## config.mk

```make
export PLATFORM = sky130hd
export DESIGN_NAME = sap1_instruction_stepper_core
export DESIGN_NICKNAME = d
export VERILOG_FILES = /design/src/rtl/core/sap1_pkg.sv /design/src/rtl/core/sap1_useq.sv /design/src/rtl/core/sap1_datapath.sv /design/src/rtl/core/sap1_instruction_stepper_core.sv
export SDC_FILE = /design/constraint.sdc
export NUM_CORES = 1
export LEC_CHECK = 0
export ABC_CLOCK_PERIOD_IN_PS = 7800
export BUFFER_PORTS_ARGS = -buffer_cell sky130_fd_sc_hd__buf_2
export CORE_ASPECT_RATIO = 1.75
export CORE_UTILIZATION = 43
export DETAILED_ROUTE_END_ITERATION = 10
export PLACE_DENSITY = 0.61
export SLEW_MARGIN = 10
export SYNTH_ARGS = -nofsm -noshare
export SYNTH_HDL_FRONTEND = slang
export SYNTH_HIERARCHICAL = 1
export SYNTH_SLANG_ARGS = --single-unit
```

## constraint.sdc

```tcl
create_clock -name i_clk -period 7.8 [get_ports i_clk]
set_clock_uncertainty 0.2 [all_clocks]
set_input_delay 0.39 -clock i_clk [delete_from_list [all_inputs] [get_ports i_clk]]
set_output_delay 0.39 -clock i_clk [all_outputs]
set_load 0.005 [all_outputs]
```

## src/rtl/core/sap1_pkg.sv

```systemverilog
// sap1_pkg: shared types, opcode codes, micro-addresses and the control store
// of the sap-1 stepper core. Depends on nothing.

package sap1_pkg;

    // machine opcodes (high nibble of an instruction word)
    localparam logic [3:0] OP_LDA = 4'b0000;
    localparam logic [3:0] OP_ADD = 4'b0001;
    localparam logic [3:0] OP_SUB = 4'b0010;
    localparam logic [3:0] OP_JMP = 4'b0101;
    localparam logic [3:0] OP_OUT = 4'b1110;
    localparam logic [3:0] OP_HLT = 4'b1111;

    // last program address; stepping past it halts the machine
    localparam logic [3:0] LAST_ADDR = 4'd15;

    // action codes of an input word
    localparam logic ACT_WRITE = 1'b0;
    localparam logic ACT_STEP  = 1'b1;

    typedef logic [3:0] t_upc;

    // micro-addresses; the response step sits at the top so that its
    // fall-through wraps back to idle
    localparam t_upc U_IDLE  = 4'd0;
    localparam t_upc U_ACT   = 4'd1;
    localparam t_upc U_HCHK  = 4'd2;
    localparam t_upc U_FETCH = 4'd3;
    localparam t_upc U_IR    = 4'd4;
    localparam t_upc U_OPND  = 4'd5;
    localparam t_upc U_LDA   = 4'd6;
    localparam t_upc U_ADD   = 4'd7;
    localparam t_upc U_SUB   = 4'd8;
    localparam t_upc U_JMP   = 4'd9;
    localparam t_upc U_OUT   = 4'd10;
    localparam t_upc U_HLT   = 4'd11;
    localparam t_upc U_NOP   = 4'd12;
    localparam t_upc U_WRITE = 4'd13;
    localparam t_upc U_SPARE = 4'd14;
    localparam t_upc U_RESP  = 4'd15;

    // branch conditions of a micro-instruction
    typedef enum logic [2:0] {
        C_NONE,
        C_ALWAYS,
        C_NO_ACCEPT,
        C_IS_WRITE,
        C_HALTED,
        C_DISPATCH,
        C_OUT_BUSY
    } t_cond;

    typedef enum logic [1:0] {
        ALU_PASS,
        ALU_ADD,
        ALU_SUB
    } t_alu;

    // control word driving the datapath
    typedef struct packed {
        logic  in_ready;
        logic  rd_arg;
        logic  ld_ir;
        logic  ld_a;
        logic  ld_b;
        t_alu  alu;
        logic  pc_inc;
        logic  pc_jmp;
        logic  set_halt;
        logic  shown;
        logic  ran;
        logic  mem_we;
        logic  out_load;
    } t_ctrl;

    typedef struct packed {
        t_ctrl ctrl;
        t_cond cond;
        t_upc  target;
    } t_uword;

    // status from the datapath back to the sequencer
    typedef struct packed {
        logic       accept;
        logic       is_write;
        logic       halted;
        logic [3:0] opcode;
        logic       out_busy;
    } t_stat;

    // dispatch table: opcode to micro-routine entry
    function automatic t_upc op_entry(input logic [3:0] op);
        t_upc e;
        unique case (op)
            OP_LDA:  e = U_LDA;
            OP_ADD:  e = U_ADD;
            OP_SUB:  e = U_SUB;
            OP_JMP:  e = U_JMP;
            OP_OUT:  e = U_OUT;
            OP_HLT:  e = U_HLT;
            default: e = U_NOP;
        endcase
        return e;
    endfunction

    // control store
    function automatic t_uword ucode_rom(input t_upc upc);
        t_uword w;
        w        = '0;
        w.cond   = C_NONE;
        w.target = U_IDLE;
        w.ctrl.alu = ALU_PASS;
        unique case (upc)
            U_IDLE: begin
                w.ctrl.in_ready = 1'b1;
                w.cond          = C_NO_ACCEPT;
                w.target        = U_IDLE;
            end
            U_ACT: begin
                w.cond   = C_IS_WRITE;
                w.target = U_WRITE;
            end
            U_HCHK: begin
                w.cond   = C_HALTED;
                w.target = U_RESP;
            end
            U_FETCH: begin
                w.ctrl.rd_arg = 1'b0;
            end
            U_IR: begin
                w.ctrl.ld_ir = 1'b1;
            end
            U_OPND: begin
                w.ctrl.rd_arg = 1'b1;
                w.cond        = C_DISPATCH;
            end
            U_LDA: begin
                w.ctrl.ld_a   = 1'b1;
                w.ctrl.pc_inc = 1'b1;
                w.ctrl.ran    = 1'b1;
                w.cond        = C_ALWAYS;
                w.target      = U_RESP;
            end
            U_ADD: begin
                w.ctrl.ld_a   = 1'b1;
                w.ctrl.ld_b   = 1'b1;
                w.ctrl.alu    = ALU_ADD;
                w.ctrl.pc_inc = 1'b1;
                w.ctrl.ran    = 1'b1;
                w.cond        = C_ALWAYS;
                w.target      = U_RESP;
            end
            U_SUB: begin
                w.ctrl.ld_a   = 1'b1;
                w.ctrl.ld_b   = 1'b1;
                w.ctrl.alu    = ALU_SUB;
                w.ctrl.pc_inc = 1'b1;
                w.ctrl.ran    = 1'b1;
                w.cond        = C_ALWAYS;
                w.target      = U_RESP;
            end
            U_JMP: begin
                w.ctrl.pc_jmp = 1'b1;
                w.ctrl.ran    = 1'b1;
                w.cond        = C_ALWAYS;
                w.target      = U_RESP;
            end
            U_OUT: begin
                w.ctrl.shown  = 1'b1;
                w.ctrl.pc_inc = 1'b1;
                w.ctrl.ran    = 1'b1;
                w.cond        = C_ALWAYS;
                w.target      = U_RESP;
            end
            U_HLT: begin
                w.ctrl.set_halt = 1'b1;
                w.ctrl.pc_inc   = 1'b1;
                w.ctrl.ran      = 1'b1;
                w.cond          = C_ALWAYS;
                w.target        = U_RESP;
            end
            U_NOP: begin
                w.ctrl.pc_inc = 1'b1;
                w.ctrl.ran    = 1'b1;
                w.cond        = C_ALWAYS;
                w.target      = U_RESP;
            end
            U_WRITE: begin
                w.ctrl.mem_we = 1'b1;
                w.cond        = C_ALWAYS;
                w.target      = U_RESP;
            end
            U_SPARE: begin
                w.cond   = C_ALWAYS;
                w.target = U_IDLE;
            end
            U_RESP: begin
                w.ctrl.out_load = 1'b1;
                w.cond          = C_OUT_BUSY;
                w.target        = U_RESP;
            end
        endcase
        return w;
    endfunction

endpackage

```

## src/rtl/core/sap1_useq.sv

```systemverilog
// sap1_useq: micro-sequencer; micro-pc, control store lookup and branching.
// Depends on sap1_pkg.

module sap1_useq import sap1_pkg::*; (
    input  logic  i_clk,
    input  logic  i_rst_n,
    input  t_stat i_stat,
    output t_ctrl o_ctrl,
    output t_upc  o_upc
);

    t_upc   r_upc;
    t_upc   n_upc;
    t_uword w_uw;
    logic   w_take;

    // micro-pc register
    always_ff @(posedge i_clk) begin
        if (!i_rst_n) begin
            r_upc <= U_IDLE;
        end else begin
            r_upc <= n_upc;
        end
    end

    // control store read and branch decision
    always_comb begin
        w_uw = ucode_rom(r_upc);
        unique case (w_uw.cond)
            C_NONE:      w_take = 1'b0;
            C_ALWAYS:    w_take = 1'b1;
            C_NO_ACCEPT: w_take = !i_stat.accept;
            C_IS_WRITE:  w_take = i_stat.is_write;
            C_HALTED:    w_take = i_stat.halted;
            C_DISPATCH:  w_take = 1'b1;
            C_OUT_BUSY:  w_take = i_stat.out_busy;
            default:     w_take = 1'b0;
        endcase
        if (w_take) begin
            n_upc = (w_uw.cond == C_DISPATCH) ? op_entry(i_stat.opcode) : w_uw.target;
        end else begin
            n_upc = r_upc + t_upc'(1);
        end
    end

    assign o_ctrl = w_uw.ctrl;
    assign o_upc  = r_upc;

endmodule

```

## src/rtl/core/sap1_datapath.sv

```systemverilog
// sap1_datapath: program memory, pc, a, b, ir, halt flag and result register.
// Depends on sap1_pkg; driven by the control word from sap1_useq.

module sap1_datapath import sap1_pkg::*; (
    input  logic       i_clk,
    input  logic       i_rst_n,
    input  t_ctrl      i_ctrl,
    output t_stat      o_stat,
    input  logic       i_valid,
    input  logic       i_action,
    input  logic [3:0] i_address,
    input  logic [7:0] i_word,
    input  logic       i_ready,
    output logic       o_valid,
    output logic [3:0] o_program_counter,
    output logic [7:0] o_accumulator,
    output logic [7:0] o_operand_register,
    output logic       o_out_valid,
    output logic [7:0] o_out_value,
    output logic       o_halted,
    output logic       o_executed
);

    logic [7:0]  r_mem [16];
    logic [15:0] r_vld;
    logic [7:0]  r_rd_q;
    logic [3:0]  w_rd_addr;

    logic       r_act;
    logic [3:0] r_addr;
    logic [7:0] r_word;
    logic [7:0] r_ir;

    logic [3:0] r_pc,   n_pc;
    logic [7:0] r_a,    n_a;
    logic [7:0] r_b,    n_b;
    logic       r_halt, n_halt;
    logic       r_shown;
    logic       r_ran;

    logic       r_o_valid;
    logic [3:0] r_o_pc;
    logic [7:0] r_o_a;
    logic [7:0] r_o_b;
    logic       r_o_shown;
    logic [7:0] r_o_value;
    logic       r_o_halt;
    logic       r_o_ran;

    logic w_accept;
    logic w_out_busy;

    assign w_accept   = i_valid && i_ctrl.in_ready;
    assign w_out_busy = r_o_valid && !i_ready;

    // capture the input word
    always_ff @(posedge i_clk) begin
        if (w_accept) begin
            r_act  <= i_action;
            r_addr <= i_address;
            r_word <= i_word;
        end
    end

    // program memory, registered read
    assign w_rd_addr = i_ctrl.rd_arg ? r_ir[3:0] : r_pc;

    always_ff @(posedge i_clk) begin
        if (i_ctrl.mem_we) begin
            r_mem[r_addr] <= r_word;
        end
        r_rd_q <= r_vld[w_rd_addr] ? r_mem[w_rd_addr] : 8'd0;
    end

    // per-word written marks; unwritten words read as zero
    always_ff @(posedge i_clk) begin
        if (!i_rst_n) begin
            r_vld <= '0;
        end else if (i_ctrl.mem_we) begin
            r_vld[r_addr] <= 1'b1;
        end
    end

    // instruction register
    always_ff @(posedge i_clk) begin
        if (i_ctrl.ld_ir) begin
            r_ir <= r_rd_q;
        end
    end

    // next architectural state
    always_comb begin
        n_pc   = r_pc;
        n_a    = r_a;
        n_b    = r_b;
        n_halt = r_halt || i_ctrl.set_halt;
        if (i_ctrl.ld_b) begin
            n_b = r_rd_q;
        end
        if (i_ctrl.ld_a) begin
            unique case (i_ctrl.alu)
                ALU_PASS: n_a = r_rd_q;
                ALU_ADD:  n_a = r_a + r_rd_q;
                ALU_SUB:  n_a = r_a - r_rd_q;
                default:  n_a = r_a;
            endcase
        end
        if (i_ctrl.pc_jmp) begin
            n_pc = r_ir[3:0];
        end else if (i_ctrl.pc_inc) begin
            n_pc = r_pc + 4'd1;
            if (r_pc == LAST_ADDR) begin
                n_halt = 1'b1;
            end
        end
    end

    always_ff @(posedge i_clk) begin
        if (!i_rst_n) begin
            r_pc   <= '0;
            r_a    <= '0;
            r_b    <= '0;
            r_halt <= 1'b0;
        end else begin
            r_pc   <= n_pc;
            r_a    <= n_a;
            r_b    <= n_b;
            r_halt <= n_halt;
        end
    end

    // per-word flags, cleared as a word comes in
    always_ff @(posedge i_clk) begin
        if (!i_rst_n) begin
            r_shown <= 1'b0;
            r_ran   <= 1'b0;
        end else if (w_accept) begin
            r_shown <= 1'b0;
            r_ran   <= 1'b0;
        end else begin
            r_shown <= r_shown || i_ctrl.shown;
            r_ran   <= r_ran || i_ctrl.ran;
        end
    end

    // result register
    always_ff @(posedge i_clk) begin
        if (!i_rst_n) begin
            r_o_valid <= 1'b0;
        end else if (i_ctrl.out_load && !w_out_busy) begin
            r_o_valid <= 1'b1;
        end else if (i_ready) begin
            r_o_valid <= 1'b0;
        end
    end

    always_ff @(posedge i_clk) begin
        if (i_ctrl.out_load && !w_out_busy) begin
            r_o_pc    <= r_pc;
            r_o_a     <= r_a;
            r_o_b     <= r_b;
            r_o_shown <= r_shown;
            r_o_value <= r_shown ? r_a : 8'd0;
            r_o_halt  <= r_halt;
            r_o_ran   <= r_ran;
        end
    end

    // status for the sequencer
    always_comb begin
        o_stat.accept   = w_accept;
        o_stat.is_write = (r_act == ACT_WRITE);
        o_stat.halted   = r_halt;
        o_stat.opcode   = r_ir[7:4];
        o_stat.out_busy = w_out_busy;
    end

    assign o_valid            = r_o_valid;
    assign o_program_counter  = r_o_pc;
    assign o_accumulator      = r_o_a;
    assign o_operand_register = r_o_b;
    assign o_out_valid        = r_o_shown;
    assign o_out_value        = r_o_value;
    assign o_halted           = r_o_halt;
    assign o_executed         = r_o_ran;

endmodule

```

## src/rtl/core/sap1_instruction_stepper_core.sv

```systemverilog
// sap1_instruction_stepper_core: top level of the sap-1 stepper.
// Depends on sap1_pkg, sap1_useq and sap1_datapath.

// A word is either a memory write (action 0) or one instruction step
// (action 1); each accepted word returns exactly one result word with the
// machine state after it. Words are handled one at a time by a microcoded
// sequencer over a 16x8 program memory with a registered read port, so the
// cost per word is set by the micro-routine length: a write or a step while
// halted runs idle, action, write or halt check and response; an executed
// instruction adds fetch and operand read, each through the memory port,
// plus ir load and execute. The result sits in an output register; the
// next word is taken while it waits, and the sequencer only stalls if a new
// result is ready before the previous one has been taken. Memory reads as
// zero until written; no clearing pass is needed after reset.

module sap1_instruction_stepper_core import sap1_pkg::*; (
    input  logic       i_clk,
    input  logic       i_rst_n,
    input  logic       i_valid,
    output logic       o_ready,
    input  logic       i_action,
    input  logic [3:0] i_address,
    input  logic [7:0] i_word,
    output logic       o_valid,
    input  logic       i_ready,
    output logic [3:0] o_program_counter,
    output logic [7:0] o_accumulator,
    output logic [7:0] o_operand_register,
    output logic       o_out_valid,
    output logic [7:0] o_out_value,
    output logic       o_halted,
    output logic       o_executed
);

    t_ctrl w_ctrl;
    t_stat w_stat;
    t_upc  w_upc;

    // sequencer
    sap1_useq u_useq (
        .i_clk   (i_clk),
        .i_rst_n (i_rst_n),
        .i_stat  (w_stat),
        .o_ctrl  (w_ctrl),
        .o_upc   (w_upc)
    );

    // datapath
    sap1_datapath u_dp (
        .i_clk              (i_clk),
        .i_rst_n            (i_rst_n),
        .i_ctrl             (w_ctrl),
        .o_stat             (w_stat),
        .i_valid            (i_valid),
        .i_action           (i_action),
        .i_address          (i_address),
        .i_word             (i_word),
        .i_ready            (i_ready),
        .o_valid            (o_valid),
        .o_program_counter  (o_program_counter),
        .o_accumulator      (o_accumulator),
        .o_operand_register (o_operand_register),
        .o_out_valid        (o_out_valid),
        .o_out_value        (o_out_value),
        .o_halted           (o_halted),
        .o_executed         (o_executed)
    );

    assign o_ready = w_ctrl.in_ready;

    // words are only taken in the idle micro-step
    a_accept_idle: assert property (@(posedge i_clk) disable iff (!i_rst_n)
        (i_valid && o_ready) |-> (w_upc == U_IDLE))
        else $error("word accepted outside idle step");

    // halt is sticky until reset
    a_halt_sticky: assert property (@(posedge i_clk) disable iff (!i_rst_n)
        w_stat.halted |=> w_stat.halted)
        else $error("halt flag dropped without reset");

    // an out display comes only from an executed instruction
    a_out_exec: assert property (@(posedge i_clk) disable iff (!i_rst_n)
        (o_valid && o_out_valid) |-> o_executed)
        else $error("out shown without execution");

    // no display means a zero display value
    a_out_zero: assert property (@(posedge i_clk) disable iff (!i_rst_n)
        (o_valid && !o_out_valid) |-> (o_out_value == 8'd0))
        else $error("display value not zero");

endmodule

```

Word level (Yosys, flattened, before mapping)
Memories as Yosys holds them, arrays and structs flattened. A register that Yosys moved wholly into a read port is not among the register bits.
Cells that the tools add are included.

storage, ports and cells
  output and inout port bits = 33
  logic and storage cells = 117
  register bits = 96
  memories = 1
  input bits = 17
  RAM bits = 128

cells by class
  reductions and logical operators = 25
  bitwise operators = 3
  add/sub/neg operators = 4
  equal/unequal tests = 28
  mux-type cells = 33
  $lt $le $gt $ge = 3

memory list
  name        depth  bits a word  read ports  clocked after Yosys merged registers in  wr ports  line                 text
  u_dp.r_mem  16     8            1           1                                        1         sap1_datapath.sv:24  logic [7:0] r_mem [16];

operators with widths
  operator                                                               count
  4-bit == test (second input constant)                                  11
  4-bit one-hot mux with 6 select lines                                  1
  8-bit one-hot mux with 3 select lines                                  1
  4-bit by 3-bit == test with 1-bit output (second input constant)       5
  1-bit two-way mux                                                      20
  4-bit two-way mux                                                      5
  3-bit one-hot mux with 6 select lines                                  1
  16-bit bitwise OR                                                      1
  4-bit by 5-bit < comparator with 1-bit output (second input constant)  2
  10-bit OR reduction                                                    1
  3-bit == test (second input constant)                                  3
  9-bit OR reduction                                                     1
  4-bit by 1-bit adder with 4-bit output (second input constant)         2
  8-bit adder                                                            1
  4-bit by 1-bit == test with 1-bit output (second input constant)       2
  4-bit by 2-bit == test with 1-bit output (second input constant)       2
  4-bit zero test                                                        2
  4-bit one-hot mux with 2 select lines                                  1
  8-bit subtractor                                                       1
  7-bit OR reduction                                                     1
  3-bit by 2-bit == test with 1-bit output (second input constant)       2
  3-bit one-hot mux with 2 select lines                                  1
  6-bit OR reduction                                                     1
  1-bit one-hot mux with 5 select lines                                  1
  other kinds (16)                                                       27

Longest topological paths before layout
Gate-level depths: netlist (run 1).

  depth after elaboration = 7
  mapped depth = 14
  mapped depth without buffers = 13

Hierarchy
Netlist (run 1), hierarchy kept.

by module, submodules not included
  module         cells each  area each (µm²)  times used  seq. area each (µm²)
  sap1_datapath  525         9026.2           1           6366.1
  sap1_useq      96          698.2            1           80.1

Least setup slack after synthesis (run 1)
Ideal clock, no wire load.

  path type = reg2reg
  from = register u_useq.r_upc[0], in the netlist u_useq/o_upc[0]
  to = register u_dp.r_a[6]
  buffers on the path = 1
  path slack = 4.767 ns
  arrival time = 2.701 ns
  cell stages (with the launch flop) = 14
  setup time = 0.132 ns
  path through = dfxtp_1 > inv_1 > ha_1 > nand3b_1 > inv_1 > ha_1 > clkbuf_1 > mux2i_1 > fa_1 > a21o_1 > a21oi_1 > nor4b_1 > o41ai_1 > a21oi_1

RTL lines
  what                    line                  text
  from (decl)             sap1_useq.sv:12       t_upc r_upc;
  from (signal assigned)  sap1_useq.sv:22       r_upc <= n_upc;
  to (signal assigned)    sap1_datapath.sv:126  r_a <= n_a;
  to (decl)               sap1_datapath.sv:35   logic [7:0] r_a, n_a;

==> metrics.txt, run 1 <==
outcome completed; total gr overflow 0; gpl congestion 0.790; flops & latches, synth 232; post-layout util 49.8%; CTS H-tree lvls 1; drt pass-1 iters 4; Hold Slack 45.4 ps; vias in the first global route 5446; Reg power frac 47.8%; delay-heaviest family, CP multiplexers; # DRC 0; non-filler cells, final 988; crit path max fanout 36; dpl cell area 0.0102 mm^2; Nets 712; pre-CTS setup slack 4060 ps; CP peak stage delay 620 ps; met1 WL 7080 um; post-CTS repair timing setup buffer count 0; Int Pwr 2.31 mW; Crit Reg-Reg Startpoint u_useq/o_upc[1]; CTS tree built; Lkg Pwr 3.91 nW; Syn Nets 655; Starting DRT DRC Count 296; hold depth 3; diode count 0; worst slew pin tran 1240 ps; CP Depth 9; global-route wire length before repair 30600 um; Max rail drop VDD 204 uV; RSZ-0062 raised after global routing no; Hold Crit Class input pin to flip-flop; relative max-transition margin 16.9%; die width 116 um; number of I/O pins 50; Die Height 201 um; Sum Neg Setup Slack 0 ps; CP endpoint kind flip-flop; Mapped Area 0.00972 mm^2; PortBufs 49; total power draw 3.15 mW; crit path cell chain inv_1, ha_1, and3_1, mux2i_4, buf_4, mux4_1, mux2i_1, mux2i_4, and3_1; Initial Utilization 43.9%; Synth Warn # 6; Critical R2R Capture u_dp/r_rd_q[4]; Crit Path Class flip-flop to flip-flop; core area 0.0222 mm^2; PwrDens 285 mW/mm^2; final hold viol count 0; ys flop type edfxtp_1; Final Cycle Share 47.8%; reg2reg path depth 9; clock sink count 232; Final WS setup 4070 ps; Worst EP required 7980 ps; Hold Crit Endpoint u_dp/o_valid; Critical Path AT 3910 ps; R2R Setup Slk 4070 ps; Cells after Synth 621; combinational share of power 19.4%; clk_lat worst skew 500 ps; vias 5297; Seq/Total Area, Yosys 66.3%; met2 wire length 11400 um; ys async rst share 0%; CP bufs+invs 2; CTS Buf Count 21; design area 0.0110 mm^2; WL final 19700 um; fraction of layout instances using a drive strength above 1 20.4%; Vias/cell 5.36; Syn Area/Cell 15.7 um^2; Max clock buf depth 3; CP max stage cell and3_1; placed cell count 938; met3 routed WL 760 um; Post-synth EDFFs 180; fin crit period 3730 ps; synthesis-to-finish area growth 13.5%; max layer used met4; clock network fraction of total power 32.8%; antenna viol nets, final 0; CTS root buf clkbuf_16; maxcap violations 0; largest net degree at the start of global routing 47; initial antenna violation count 0; Final Max Tran Viols 0; switching power 839 uW; Routed WL per cell 19.9 um; clock slew at reported path FFs 70 ps; cts repair resizes 0; Fmax 0.268 GHz; final setup violation count 0; unique cell type count in the Yosys netlist 54; GR Util All Layers 17.8%; detailed placement HPWL 13400 um; Hold Startpoint i_ready; CTS hold repair buffers 13; Sw Ratio 26.6%; cell row count 72; final-layout fill cell count 1897; CP startpoint kind flip-flop; die area 0.0232 mm^2
placed cells by master, fill, tap and decap left out, types with 12 or more instances in the layout:
cell type and n:
dlygate4sd3_1 13, mux4_2 28, nor2b_1 15, nor2_1 22
and2_1 20, and3_1 12, ha_1 16, o21a_1 21
edfxtp_1 180, clkbuf_16 21, inv_1 20, dfxtp_1 52
o21ai_0 15, mux2i_1 31, nand2_1 36, buf_2 49
power groups by stage:
| stage | Combinational, mW | Sequential (mW) | Clock [mW] |
|---|---|---|---|
| 2_1_floorplan | 0.534 | 1.49 | 0 |
| 3_3_place_gp | 0.594 | 1.52 | 0 |
| 3_5_place_dp | 0.611 | 1.53 | 0 |
| 4_1_cts | 0.618 | 1.50 | 1.06 |
| 5_1_grt | 0.667 | 1.52 | 1.10 |
| 6_report | 0.611 | 1.50 | 1.03 |
Yosys cell counts (2+ instances only):
master / count / share of area, %
mux2i_4: 4 / 0.93
nand2_1: 36 / 1.4
ha_1: 16 / 2.1
buf_4: 7 / 0.54
nand4_1: 3 / 0.19
mux4_1: 8 / 2.2
o221a_1: 3 / 0.35
a31oi_1: 5 / 0.32
o311ai_0: 2 / 0.18
xnor2_1: 11 / 0.99
edfxtp_1: 180 / 56
clkbuf_1: 10 / 0.39
and3_1: 12 / 0.77
a21o_1: 3 / 0.23
o221ai_1: 2 / 0.18
a21oi_1: 11 / 0.57
inv_1: 20 / 0.77
o21a_1: 21 / 1.6
buf_2: 8 / 0.41
nor3_1: 19 / 0.98
nor2b_1: 16 / 1.0
or2_2: 3 / 0.19
o21ai_0: 15 / 0.77
mux2i_1: 33 / 3.4
a211oi_2: 2 / 0.26
mux2_2: 2 / 0.23
and2_1: 20 / 1.3
o211a_1: 4 / 0.41
mux4_2: 28 / 6.5
nand3_1: 8 / 0.41
dfxtp_1: 52 / 11
buf_6: 7 / 0.81
xor2_1: 4 / 0.36
nor2_1: 23 / 0.89
nand3b_1: 4 / 0.31
worst max-delay path by stage:
stage	from	endpoint	slack (ps)
after global placement	u_useq/o_upc[3]	u_dp/r_rd_q[0]	4190
after CTS	u_useq/o_upc[1]	u_dp/r_rd_q[4]	4020
after global routing	u_useq/o_upc[1]	u_dp/r_rd_q[4]	3820
after floorplan	u_useq/o_upc[0]	u_dp/r_a[6]	4770
final	u_useq/o_upc[1]	u_dp/r_rd_q[4]	4070
after detailed placement	u_useq/o_upc[1]	u_dp/r_rd_q[4]	4060
per-layer routing:
layer / global-route usage (%) / vias to the layer above
met4: 5.91 / 0
li1: - / 2468
met1: 19.1 / 2675
met2: 34.6 / 122
met3: 2.48 / 32
met5: 0 / -
cells by family (layout without fill, tap and decap cells):
group / Yosys count / count (layout) / share of synthesized area [%]
mux: 76 / 76 / 13.4
fa+ha+maj: 17 / 17 / 2.26
simple gates: 148 / 148 / 7.78
buf+inv: 53 / 124 / 2.96
compound gates: 80 / 80 / 6.00
xor+xnor: 15 / 15 / 1.35
flops: 232 / 232 / 66.3
layout make-up:
cell class | count | area (um^2) | area share (%)
clock inverters | 10 | 126 | 1.14
repair buffers | 67 | 413 | 3.74
multi-input cells | 336 | 3050 | 27.6
well taps | 296 | 370 | 3.35
inverters | 20 | 75.1 | 0.680
flip-flops and latches | 232 | 6450 | 58.4
clock buffers | 27 | 558 | 5.05
registers in the layout, indices dropped and copies added, names as in the netlist, 4 cells and up:
name,count
u_dp/o_out_value,8
u_dp/o_program_counter,4
u_useq/o_upc,4
u_dp/r_mem,128
u_dp/o_operand_register,8
u_dp/r_ir,8
u_dp/r_b,8
u_dp/r_rd_q,8
u_dp/r_word,8
u_dp/r_pc,4
u_dp/o_accumulator,8
u_dp/r_addr,4
u_dp/r_vld,16
u_dp/r_a,8
worst reg2reg max path, cell delays in order (launching register included):
cell and delay [ps]:
dfxtp_1 360, inv_1 100, ha_1 320, and3_1 620, mux2i_4 320, buf_4 570, mux4_1 430, mux2i_1 300
mux2i_4 190, and3_1 200
Note: power is estimated with default switching activity, not from simulation.
==> inputs of run 2 (changes only) <==
Settings changed: ABC_CLOCK_PERIOD_IN_PS 7800 to 3300, PLACE_DENSITY 0.61 to 0.64.
Clock period 7.8 ns to 3.3 ns, I/O delays scaled along.
==> run 2 against run 1 <==
  * Non-clock buffer count rose by 28
  * Critical endpoint is now u_dp/r_a[6]
  * Register-to-register slack got worse by 3900 ps
  * Global-route usage fell by 0.096 points
==> metrics.txt, run 2 (synthesis results as in run 1) <==
Top reg by flops u_dp/r_mem; Routed WL per cell 19.2 um (-3.5%); Crit Path Class flip-flop to flip-flop; post-CTS repair timing setup buffer count 0 (unchanged); vias 5393 (+1.8%); CTS tree built; Worst EP required 3470 ps (-4510 ps); PortBufs 49 (unchanged); Max rail drop VDD 426 uV (+110%); worst slew pin tran 824 ps (-418 ps); Hold Crit Class input pin to flip-flop; total power draw 7.59 mW (+140%); cell row count 72 (unchanged); final hold viol count 0 (unchanged); core area 0.0222 mm^2 (unchanged); Crit Reg-Reg Startpoint u_useq/o_upc[0]; vias in the first global route 5674 (+4.2%); Hold Startpoint i_valid; post-layout util 50.9% (+1.1 points); relative max-transition margin 45.1% (+28 points); diode count 0 (unchanged); largest net degree at the start of global routing 47 (unchanged); Nets 740 (+3.9%); maxcap violations 0 (unchanged); Max clock buf depth 3 (unchanged); clk_lat worst skew 490 ps (about the same); Sum Neg Setup Slack 0 ps (unchanged); fin crit period 3120 ps (-609 ps); initial antenna violation count 0 (unchanged); Fmax 0.320 GHz (+19%); top flop regs u_dp/r_mem: 128 flops, u_dp/r_vld: 16 flops; fraction of layout instances using a drive strength above 1 23.3% (+3.0 points); CP startpoint kind flip-flop; gpl congestion 0.899 (+14%); CP endpoint kind flip-flop; GR Util All Layers 17.7% (-0.096 points); Final Cycle Share 94.6% (+47 points); Critical Path AT 3300 ps (-610 ps); final-layout fill cell count 1862 (-1.8%); CTS root buf clkbuf_16; # DRC 0 (unchanged); most common cell after layout, fill and taps aside edfxtp_1; Final Max Tran Viols 0 (unchanged); clock sink count 232 (unchanged); detailed placement HPWL 13500 um (+0.53%); final setup violation count 0 (unchanged); PwrDens 672 mW/mm^2 (+140%); Die Height 201 um (unchanged); most frequent cells in the layout edfxtp_1 (180), dfxtp_1 (52), buf_2 (49), nand2_1 (36), mux2i_1 (30); synthesis-to-finish area growth 16.0%; Starting DRT DRC Count 281 (-5.1%); crit path max fanout 7 (-81%); total gr overflow 0 (unchanged); drt pass-1 iters 4 (unchanged); outcome completed; CTS Buf Count 21 (unchanged); CTS H-tree lvls 1 (unchanged); global-route wire length before repair 30800 um (+0.70%); max reg flops 128 (unchanged); antenna viol nets, final 0 (unchanged); number of I/O pins 50 (unchanged); CP Launch Point u_useq/o_upc[0]; Lkg Pwr 4.06 nW (+3.9%); WL final 19600 um (-0.77%); Vias/cell 5.31 (-0.99%); die width 116 um (unchanged); die area 0.0232 mm^2 (unchanged); Initial Utilization 43.9% (unchanged); clock slew at reported path FFs 70 ps (about the same)
run 2: final timing paths:
| kind | slack [ps] | cells after the start | to |
|---|---|---|---|
| setup reg to reg | 180 | 12 | u_dp/r_a[6] |
| hold / removal | 90 | 3 | u_dp/r_act |
| setup / recovery | 180 | 12 | u_dp/r_a[6] |
| hold reg to reg | 240 | 0 | u_dp/o_operand_register[7] |
run 2: report_power, final:
group	switching, mW	internal, mW	leakage [nW]
Sequential	0.201	3.35	2.02
Combinational	0.824	0.779	1.71
Clock	1.03	1.40	0.331
run 2: critical path: stages, from the launching register on:
cell      delay, ps
dfxtp_1         410
inv_1           110
ha_1            220
nand3b_1        130
inv_1            90
ha_2            230
mux2i_2         180
fa_1            470
a21o_1          200
a21oi_2         200
nor4b_1          90
o41ai_1         350
a21oi_1         110
run 2: repair_timing:
action                                 4_1_cts  5_1_grt
resized for setup                            0        7
setup endpoints to repair                    0        4
hold buffers                                14        0
endpoints found under the hold margin       14        0
run 2: cell type report:
type                            count  area [um^2]  area share, %
Multi-Input combinational cell    336         3030           26.9
Clock inverter                     10          118           1.04
Clock buffer                       27          578           5.12
Timing Repair Buffer               95          663           5.88
Inverter                           20         75.1          0.665
Tap cell                          296          370           3.28
Sequential cell                   232         6450           57.1
run 2: layer usage:
metal	vias to the layer above	global-route usage [%]	routed length (um)
li1	2526	-	-
met1	2727	17.2	6690
met2	101	35.9	11700
met3	39	2.11	482
met4	0	7.19	701
met5	-	0	0
run 2: stage by stage:
step	setup slack [ps]	hold slack, ps	instance area (um^2)	instances
4_1_cts	54.5	106	11300	1016
5_1_grt	-7.89	125	11300	1016
6_report	178	89.9	11300	1016
3_5_place_dp	64.5	143	10400	965
2_1_floorplan	267	63.9	9720	621
3_3_place_gp	174	141	10400	965
==> inputs of run 3 (changes only) <==
Settings changed: CELL_PAD_IN_SITES_DETAIL_PLACEMENT set to 0, CELL_PAD_IN_SITES_GLOBAL_PLACEMENT set to 1, GPL_TIMING_DRIVEN set to 1, PLACE_DENSITY 0.64 to 0.72.
==> run 3 against run 2 <==
  * Wire length down 0.49%
  * Register-to-register slack better by 50 ps
  * Sequential power about the same
  * Critical endpoint is now u_dp/r_rd_q[0]
==> metrics.txt, run 3 (synthesis results as in run 1) <==
WL final 19500 um (-0.49%); cell row count 72 (unchanged); worst slew pin tran 868 ps (+44.2 ps); Max rail drop VDD 509 uV (+19%); final hold viol count 0 (unchanged); combinational share of power 20.4% (-0.7 points); Top reg by flops u_dp/r_mem; Vias/cell 5.30 (-0.23%); Die Height 201 um (unchanged); crit path max fanout 8 (+1); Nets 739 (-0.14%); Fmax 0.325 GHz (+1.6%); clk_lat worst skew 510 ps (+20 ps); relative max-transition margin 41.7% (-3.4 points); Lkg Pwr 4.08 nW (+0.35%); Hold Crit Class input pin to flip-flop; final-layout fill cell count 1918 (+3.0%); Int Pwr 5.58 mW (+0.93%); core area 0.0222 mm^2 (unchanged); synthesis-to-finish area growth 16.1% (about the same); post-layout util 51.0% (about the same); detailed placement HPWL 13700 um (+1.8%); final setup violation count 0 (unchanged); global-route wire length before repair 30700 um (-0.27%); fraction of layout instances using a drive strength above 1 22.7% (-0.59 points); switching power 2.04 mW (-0.64%); fin crit period 3070 ps (-49.1 ps); clock sink count 232 (unchanged); CTS Buf Count 22 (+4.8%); Reg power frac 46.4% (-0.4 points); vias in the first global route 5748 (+1.3%); CTS H-tree lvls 1 (unchanged); gpl congestion 0.829 (-7.8%); GR Util All Layers 17.7% (about the same); most frequent cells in the layout edfxtp_1 (180), dfxtp_1 (52), buf_2 (49), nand2_1 (36), mux2i_1 (30); clock slew at reported path FFs 70 ps (about the same); top flop regs u_dp/r_mem: 128 flops, u_dp/r_vld: 16 flops; diode count 0 (unchanged); most common cell after layout, fill and taps aside edfxtp_1; die area 0.0232 mm^2 (unchanged); initial antenna violation count 0 (unchanged); largest net degree at the start of global routing 47 (unchanged); Max clock buf depth 3 (unchanged); CTS root buf clkbuf_16; Initial Utilization 43.9% (unchanged); vias 5386 (-0.13%); CP endpoint kind flip-flop; RSZ-0062 raised after global routing no; # DRC 0 (unchanged); number of I/O pins 50 (unchanged); PortBufs 49 (unchanged); outcome completed; Worst EP required 3490 ps (+20 ps); Sum Neg Setup Slack 0 ps (unchanged); CTS tree built; clock network fraction of total power 33.2% (+1.1 points); Crit Path Class flip-flop to flip-flop; die width 116 um (unchanged); max reg flops 128 (unchanged); drt pass-1 iters 4 (unchanged); Routed WL per cell 19.1 um (-0.59%); Final Max Tran Viols 0 (unchanged); Final Cycle Share 93.1% (-1.5 points); PwrDens 675 mW/mm^2 (+0.41%); Critical Path AT 3270 ps (-30 ps); antenna viol nets, final 0 (unchanged); Starting DRT DRC Count 316 (+12%); maxcap violations 0 (unchanged); total gr overflow 0 (unchanged); Sw Ratio 26.8% (-0.31 points); CP startpoint kind flip-flop
run 3: cell types whose count changed in the layout (fill, tap and decap cells not counted):
cell	previous run	this run
buf_4	29	27
clkbuf_16	21	23
clkinv_2	1	3
clkinvlp_4	3	1
a21oi_1	9	10
a21oi_2	3	2
clkbuf_1	3	4
clkbuf_8	3	2
clkinv_1	1	2
o2111ai_1	0	1
o2111ai_2	1	0
o21ai_1	1	2
o21ai_2	2	1
run 3: what timing repair did:
action	4_1_cts	5_1_grt
gates resized for setup	0	4
setup buffers	0	0
hold endpoints to repair	14	0
setup endpoints to repair	0	5
hold buffers	14	0
run 3: worst paths after layout:
kind                    from                          to  slack, ps  depth (start not counted)
max reg2reg  u_useq/o_upc[1]              u_dp/r_rd_q[0]        230                          9
min                  i_valid                  u_dp/r_act         70                          3
min reg2reg      u_dp/r_b[1]  u_dp/o_operand_register[1]        240                          0
max          u_useq/o_upc[1]              u_dp/r_rd_q[0]        230                          9
run 3: power by group through the flow:
stage          combinational (mW)  clock [mW]  sequential (mW)
6_report                     1.56        2.53             3.54
5_1_grt                      1.71        2.72             3.55
4_1_cts                      1.57        2.61             3.53
3_5_place_dp                 1.55           0             3.60
3_3_place_gp                 1.52           0             3.58
2_1_floorplan                1.26           0             3.51
run 3: through the flow:
step | area [um^2] | hold WS, ps | power [mW] | cells | setup WS (ps)
after floorplan | 9720 | 63.9 | 4.78 | 621 | 267
after global placement | 10400 | 142 | 5.09 | 963 | 208
after detailed placement | 10400 | 143 | 5.15 | 963 | 143
after CTS | 11300 | 71.0 | 7.71 | 1017 | 131
after global routing | 11300 | 114 | 7.98 | 1017 | 12.0
final | 11300 | 69.9 | 7.62 | 1017 | 227
run 3: per-layer routing:
| metal | vias to the layer above | share of wire [%] | GRT usage (%) |
|---|---|---|---|
| met3 | 49 | 3.3 | 2.78 |
| met4 | 0 | 3.6 | 7.10 |
| met2 | 126 | 59 | 36.0 |
| met1 | 2677 | 34 | 16.7 |
| li1 | 2534 | - | - |
| met5 | - | 0 | 0 |
run 3: area by class of cell:
type	count	area (um^2)	area share, %
flip-flops and latches	232	6450	57.1
inverters	20	75.1	0.665
multi-input cells	336	3020	26.7
repair buffers	93	648	5.74
well taps	296	370	3.28
clock buffers	29	618	5.47
clock inverters	11	116	1.03
run 3: critical path: stages, from the launching register on:
cell	delay [ps]
dfxtp_1	350
inv_1	100
ha_1	160
and3_1	340
buf_4	250
mux2i_4	330
mux4_1	610
mux2i_1	270
mux2i_4	160
and3_1	170
